`src/rtl/gifs_pkg.sv`:
```
// Shared types and constants for the GIF animation metadata scanner.
`default_nettype none
package gifs_pkg;

    localparam int unsigned WIN_DEPTH = 17;
    localparam int unsigned SCAN_LEN  = 18;
    localparam int unsigned CNT_W     = 5;

    localparam logic [CNT_W-1:0] SEEN_HDR_END = 5'd6;
    localparam logic [CNT_W-1:0] SEEN_GIF_MIN = 5'd5;
    localparam logic [CNT_W-1:0] SEEN_SCAN    = 5'd17;
    localparam logic [CNT_W-1:0] SEEN_MAX     = 5'd18;

    localparam logic [7:0] EXT_INTRO  = 8'h21;
    localparam logic [7:0] GCE_LABEL  = 8'hF9;
    localparam logic [7:0] GCE_SIZE   = 8'h04;
    localparam logic [7:0] APP_LABEL  = 8'hFF;
    localparam logic [7:0] APP_SIZE   = 8'h0B;
    localparam logic [7:0] SUB_LEN    = 8'h03;
    localparam logic [7:0] SUB_ID     = 8'h01;

    localparam int unsigned NAME_LEN = 11;
    localparam int unsigned NAME_POS = 3;

    localparam logic [7:0] NAME_A [0:NAME_LEN-1] = '{
        8'h4E, 8'h45, 8'h54, 8'h53, 8'h43, 8'h41, 8'h50, 8'h45, 8'h32, 8'h2E, 8'h30
    };
    localparam logic [7:0] NAME_B [0:NAME_LEN-1] = '{
        8'h41, 8'h4E, 8'h49, 8'h4D, 8'h45, 8'h58, 8'h54, 8'h53, 8'h31, 8'h2E, 8'h30
    };

    typedef struct packed {
        logic [7:0] data;
        logic       eq_a;
        logic       eq_b;
    } cell_out_t;

    // header byte check, GIF8?a with 7 or 9 at position four
    function automatic logic hdr_ok(input logic [2:0] pos, input logic [7:0] b);
        logic ok;
        case (pos)
            3'd0:    ok = (b == 8'h47);
            3'd1:    ok = (b == 8'h49);
            3'd2:    ok = (b == 8'h46);
            3'd3:    ok = (b == 8'h38);
            3'd4:    ok = (b == 8'h37) || (b == 8'h39);
            3'd5:    ok = (b == 8'h61);
            default: ok = 1'b1;
        endcase
        return ok;
    endfunction

endpackage
`default_nettype wire

```
`src/rtl/gif_animation_metadata_scan.sv`:
```
// Top level: GIF header check, sliding window scan and result register.
// Result: m_tvalid rises in the cycle after the final byte is accepted.
// Throughput: one byte per cycle; the 17-cell window chain and its compares decide
// every byte in the cycle it is accepted, so input is only held while a result waits.
// Reset: rst_n clears the window, counters and found values and drops m_tvalid;
// the window, counters and found values are cleared after each final byte, starting a new file.
`default_nettype none
module gif_animation_metadata_scan (
    input  wire logic        clk,
    input  wire logic        rst_n,
    input  wire logic        s_tvalid,
    output logic             s_tready,
    input  wire logic [7:0]  s_tdata,   // data_byte[7:0]
    input  wire logic        s_tlast,   // last_byte
    output logic             m_tvalid,
    input  wire logic        m_tready,
    output logic [39:0]      m_tdata,   // frame_delay[19:0], loop_total[35:20], zero pad
    output logic             m_tuser    // is_gif
);
    import gifs_pkg::*;

    cell_out_t  cells [0:WIN_DEPTH-1];
    logic [7:0] full_w [0:SCAN_LEN-1];

    logic             accept;
    logic             done;
    logic [CNT_W-1:0] seen_reg,  seen_next;
    logic             hm_reg,    hm_next;
    logic [19:0]      delay_reg, delay_next;
    logic [15:0]      loops_reg, loops_next;
    logic             mv_reg,    mv_next;
    logic             gif_reg;
    logic [19:0]      odelay_reg;
    logic [15:0]      oloops_reg;
    logic             gce_hit, app_hit, name_a_hit, name_b_hit, scan_en, gif_now;
    logic [19:0]      cs_ext, cs_ms;

    assign s_tready = !mv_reg || m_tready;
    assign accept   = s_tvalid && s_tready;
    assign done     = accept && s_tlast;

    genvar k;
    generate
        for (k = 0; k < WIN_DEPTH; k++)
        begin : g_cell
            localparam logic [7:0] CA = (k >= NAME_POS && k < NAME_POS + NAME_LEN) ?
                                        NAME_A[(k >= NAME_POS && k < NAME_POS + NAME_LEN)
                                               ? k - NAME_POS : 0] : 8'h00;
            localparam logic [7:0] CB = (k >= NAME_POS && k < NAME_POS + NAME_LEN) ?
                                        NAME_B[(k >= NAME_POS && k < NAME_POS + NAME_LEN)
                                               ? k - NAME_POS : 0] : 8'h00;
            gifs_cell u_cell (
                .clk      (clk),
                .rst_n    (rst_n),
                .shift_en (accept),
                .clear    (s_tlast),
                .din      ((k == WIN_DEPTH - 1) ? s_tdata : full_w[k + 1]),
                .ch_a     (CA),
                .ch_b     (CB),
                .cell_out (cells[k])
            );
            assign full_w[k] = cells[k].data;
        end
    endgenerate

    assign full_w[SCAN_LEN-1] = s_tdata;

    always_comb
    begin
        name_a_hit = 1'b1;
        name_b_hit = 1'b1;
        for (int i = NAME_POS; i < NAME_POS + NAME_LEN; i++)
        begin
            name_a_hit = name_a_hit && cells[i].eq_a;
            name_b_hit = name_b_hit && cells[i].eq_b;
        end
    end

    assign gce_hit = (full_w[0] == EXT_INTRO) && (full_w[1] == GCE_LABEL)
                  && (full_w[2] == GCE_SIZE);
    assign app_hit = (full_w[0] == EXT_INTRO) && (full_w[1] == APP_LABEL)
                  && (full_w[2] == APP_SIZE) && (name_a_hit || name_b_hit)
                  && (full_w[14] == SUB_LEN) && (full_w[15] == SUB_ID);

    assign cs_ext = {4'h0, full_w[5], full_w[4]};
    assign cs_ms  = (cs_ext << 3) + (cs_ext << 1);

    always_comb
    begin
        hm_next = hm_reg;
        if (seen_reg < SEEN_HDR_END && !hdr_ok(seen_reg[2:0], s_tdata))
        begin
            hm_next = 1'b0;
        end
    end

    assign scan_en = hm_next && (seen_reg >= SEEN_SCAN);
    assign gif_now = hm_next && (seen_reg >= SEEN_GIF_MIN);

    always_comb
    begin
        delay_next = delay_reg;
        loops_next = loops_reg;
        if (scan_en && gce_hit && delay_reg == 20'd0)
        begin
            delay_next = cs_ms;
        end
        if (scan_en && app_hit)
        begin
            loops_next = {full_w[17], full_w[16]};
        end
    end

    always_comb
    begin
        seen_next = seen_reg;
        if (seen_reg < SEEN_MAX)
        begin
            seen_next = seen_reg + 1'b1;
        end
    end

    always_comb
    begin
        mv_next = mv_reg;
        if (done)
        begin
            mv_next = 1'b1;
        end
        else if (m_tready)
        begin
            mv_next = 1'b0;
        end
    end

    always_ff @(posedge clk or negedge rst_n)
    begin
        if (!rst_n)
        begin
            seen_reg  <= '0;
            hm_reg    <= 1'b1;
            delay_reg <= '0;
            loops_reg <= '0;
            mv_reg    <= 1'b0;
        end
        else
        begin
            mv_reg <= mv_next;
            if (done)
            begin
                seen_reg  <= '0;
                hm_reg    <= 1'b1;
                delay_reg <= '0;
                loops_reg <= '0;
            end
            else if (accept)
            begin
                seen_reg  <= seen_next;
                hm_reg    <= hm_next;
                delay_reg <= delay_next;
                loops_reg <= loops_next;
            end
        end
    end

    always_ff @(posedge clk)
    begin
        if (done)
        begin
            gif_reg    <= gif_now;
            odelay_reg <= gif_now ? delay_next : 20'd0;
            oloops_reg <= gif_now ? loops_next : 16'd0;
        end
    end

    assign m_tvalid = mv_reg;
    assign m_tuser  = gif_reg;
    assign m_tdata  = {4'h0, oloops_reg, odelay_reg};

`ifndef SYNTHESIS
    a_not_gif_zero: assert property (@(posedge clk) disable iff (!rst_n)
        (m_tvalid && !m_tuser) |-> (m_tdata == 40'd0))
        else $error("non-GIF result carries nonzero values");

    a_last_gives_result: assert property (@(posedge clk) disable iff (!rst_n)
        done |=> m_tvalid)
        else $error("final byte produced no result");

    a_seen_bound: assert property (@(posedge clk) disable iff (!rst_n)
        seen_reg <= SEEN_MAX)
        else $error("byte count beyond saturation");

    a_delay_sticky: assert property (@(posedge clk) disable iff (!rst_n)
        (delay_reg != 20'd0 && !done) |=> $stable(delay_reg))
        else $error("latched delay changed within a file");

    a_mid_count: assert property (@(posedge clk) disable iff (!rst_n)
        (accept && !s_tlast) |=> (seen_reg != '0))
        else $error("byte count not advanced");
`endif

endmodule
`default_nettype wire

```
`src/rtl/gifs_cell.sv`:
```
// One window byte cell: holds a byte, shifts it on, compares it to name characters.
`default_nettype none
module gifs_cell (
    input  wire logic                clk,
    input  wire logic                rst_n,
    input  wire logic                shift_en,
    input  wire logic                clear,
    input  wire logic [7:0]          din,
    input  wire logic [7:0]          ch_a,
    input  wire logic [7:0]          ch_b,
    output gifs_pkg::cell_out_t      cell_out
);
    import gifs_pkg::*;

    logic [7:0] data_reg;
    logic [7:0] data_next;

    always_comb
    begin
        data_next = data_reg;
        if (shift_en)
        begin
            data_next = clear ? 8'h00 : din;
        end
    end

    always_ff @(posedge clk or negedge rst_n)
    begin
        if (!rst_n)
        begin
            data_reg <= 8'h00;
        end
        else
        begin
            data_reg <= data_next;
        end
    end

    assign cell_out.data = data_reg;
    assign cell_out.eq_a = (data_reg == ch_a);
    assign cell_out.eq_b = (data_reg == ch_b);

endmodule
`default_nettype wire
```
`config.mk`:
```
export PLATFORM = sky130hd
export DESIGN_NAME = gif_animation_metadata_scan
export DESIGN_NICKNAME = d
export VERILOG_FILES = /design/src/rtl/gifs_pkg.sv /design/src/rtl/gif_animation_metadata_scan.sv /design/src/rtl/gifs_cell.sv
export SDC_FILE = /design/constraint.sdc
export NUM_CORES = 1
export LEC_CHECK = 0
export BUFFER_PORTS_ARGS = -buffer_cell sky130_fd_sc_hd__buf_2
export CAP_MARGIN = 20
export CORE_UTILIZATION = 40
export CTS_CLUSTER_DIAMETER = 40
export DETAILED_ROUTE_END_ITERATION = 8
export SLEW_MARGIN = 20
export SYNTH_ARGS = -nofsm -noshare
export SYNTH_HDL_FRONTEND = slang
export SYNTH_HIERARCHICAL = 1
export SYNTH_SLANG_ARGS = --single-unit
```
`constraint.sdc`:
```
create_clock -name clk -period 12 [get_ports clk]
set_clock_uncertainty 0.05 [all_clocks]
set_input_delay 1.2 -clock clk [delete_from_list [all_inputs] [get_ports clk]]
set_output_delay 1.2 -clock clk [all_outputs]
set_load 0.005 [all_outputs]
```
==> metrics.md <==
| Metric | Value |
|---|---|
| Status | `finished clean` |
| Worst IR Drop VDD | `0.00009909 V` |
| Longest Clk Path Bufs | `3` |
| Vias in the first global route | `8941` |
| Die height | `177.6 um` |
| Total gr overflow | `0` |
| Worst R2R Setup Slack | `8.59 ns` |
| DRC viols | `0` |
| Total track usage | `17.85%` |
| Area Growth Syn to Fin | `18.80%` |
| Vias per cell | `4.823` |
| Latest clock arrival within the worst-skew pair | `0.52 ns` |
| Post-DR wirelength/cell | `14.05 um` |
| CORE AREA | `29950 um^2` |
| Core Rows | `63` |
| WHS | `0.4581 ns` |
| Reg-to-Reg Start | `seen_reg[1]` |
| Min-delay src | `loops_reg[14]` |
| Combinational share of power | `8.5%` |
| Tot Pwr | `1.958 mW` |
| CTS root buf | `clkbuf_16` |
| # resized after CTS | `0` |
| Switching share of power | `25.44%` |
| Largest register FFs | `136` |
| Average cell area after synthesis | `9.820 um^2` |
| Final Max Slew Viols | `0` |
| Fin worst setup slack | `8.589 ns` |
| CTS tree | `done` |
| Unrepaired setup endpoints after global routing | `false` |
| Gpl congestion | `0.8264` |
| Hold Fails Final Rpt | `0` |
| Cells after Synth | `1256` |
| Port bufs | `51` |
| Final wirelength | `26770 um` |
| Diodes inserted | `0` |
| Part of the power in the clock network | `51.3%` |
| Via count | `9192` |
| Initial antenna violation count | `0` |
| Slew @ Worst Pin | `0.9732 ns` |
| Setup slack at placement | `7.705 ns` |
| H-Tree Depth | `2` |
| Clock-pin transition on the worst setup and hold timing paths | `0.05 ns` |
| Worst EP arrival | `3.76 ns` |
| CP Class | `reg2reg` |
| Design Area, Final | `14650 um^2` |
| Sw Pwr | `0.4980 mW` |
| Sequential power share | `40.2%` |
| TNS Setup | `0 ns` |
| Hold buffers post-CTS | `0` |
| Worst EP required | `12.35 ns` |
| Layout cells sized above 1 | `8.575%` |
| Die area | `31540 um^2` |
| Post-CTS setup buffer count | `0` |
| Final nets | `1522` |
| Critical path fanouts, max | `19` |
| Largest net degree at the start of global routing | `110` |
| Post-Syn Area | `12330 um^2` |
| Worst R2R End | `delay_reg[5]` |
| Cts bufs inserted | `36` |
| R2r worst-path depth | `8` |
| Commonest non-fill, non-tap cell in the layout | `xnor2_1` |
| CTS sink count | `216` |
| Io pins | `56` |
| Final Cycle Share | `28.43%` |
| Starting density of the core | `41.18%` |
| Slew margin rel. | `35.12%` |
| Placed insts | `1840` |
| Pre-Repair DR Iteration Count | `7` |
| Leak Pwr | `5.827 nW` |
| Hold path depth | `1` |
| Int Pwr | `1.460 mW` |
| Post-DRT Antenna Nets | `0` |
| Crit end category | `flop` |
| First-pass GRT wire length | `45660 um` |
| P per Cell Area | `133.6 nW/um^2` |
| Final Util | `48.92%` |
| Hold Crit Class | `reg2reg` |
| Die Width | `177.6 um` |
| Area post-placement | `13460 um^2` |
| # setup viols final | `0` |
| Tmin final | `3.411 ns` |
| Commonest cells after routing, fill and taps aside | `xnor2_1 (185), conb_1 (180), dfrtp_1 (178), inv_1 (152), nand3b_1 (137)` |
| Startpoint Class | `flop` |
| Max_cap viols | `0` |
| Fmax | `0.2931 GHz` |
| DR iter-0 viols | `632` |
| Min-Delay Endpoint | `loops_reg[14]` |
| Hpwl dp | `17300 um` |
| Fin cells | `1906` |
| Ys Warns | `6` |
-- worst max path at each step --
stage                 from             to  slack (ns)  cells after the start
2_1_floorplan     m_tready  delay_reg[16]        6.35                      6
3_3_place_gp    s_tdata[1]   loops_reg[2]        7.83                      8
3_5_place_dp    s_tdata[1]   loops_reg[2]        7.71                      8
4_1_cts        seen_reg[0]   loops_reg[2]        8.15                      9
5_1_grt        seen_reg[1]   delay_reg[5]        8.34                      8
6_report       seen_reg[1]   delay_reg[5]        8.59                      8
-- power by group through the flow --
| stage | sequential (mW) | clock, mW | combinational (mW) |
|---|---|---|---|
| 2_1_floorplan | 0.793 | 0 | 0.131 |
| 3_3_place_gp | 0.800 | 0 | 0.165 |
| 3_5_place_dp | 0.799 | 0 | 0.167 |
| 4_1_cts | 0.787 | 1.03 | 0.168 |
| 5_1_grt | 0.790 | 1.06 | 0.190 |
| 6_report | 0.787 | 1.00 | 0.167 |
-- routing by layer --
metal | wire [um] | vias to the layer above | track usage, %
met3 | 1155 | 42 | 3.063
li1 | - | 4642 | -
met2 | 11760 | 168 | 27.31
met1 | 13250 | 4340 | 25.64
met5 | 0 | - | 0
met4 | 605 | 0 | 5.449
-- cell type report --
cell class	instances	area, um^2
clock buffers	46	979.7
clock inverters	19	200.2
fillers	2872	15300
inverters	153	579.3
multi-input cells	1022	6475
flip-flops and latches	216	5592
well taps	390	488.0
repair buffers	60	339.1
-- worst max-delay path: stages, from the launching register on --
cell and delay [ns]:
dfrtp_1 0.51, inv_1 0.13, ha_1 0.34, or4b_1 0.19, nand4_1 0.26, or3_1 0.59
nor2_2 0.62, o21ai_0 0.29, a22o_1 0.30
Note: power is estimated with default switching activity, not from simulation.
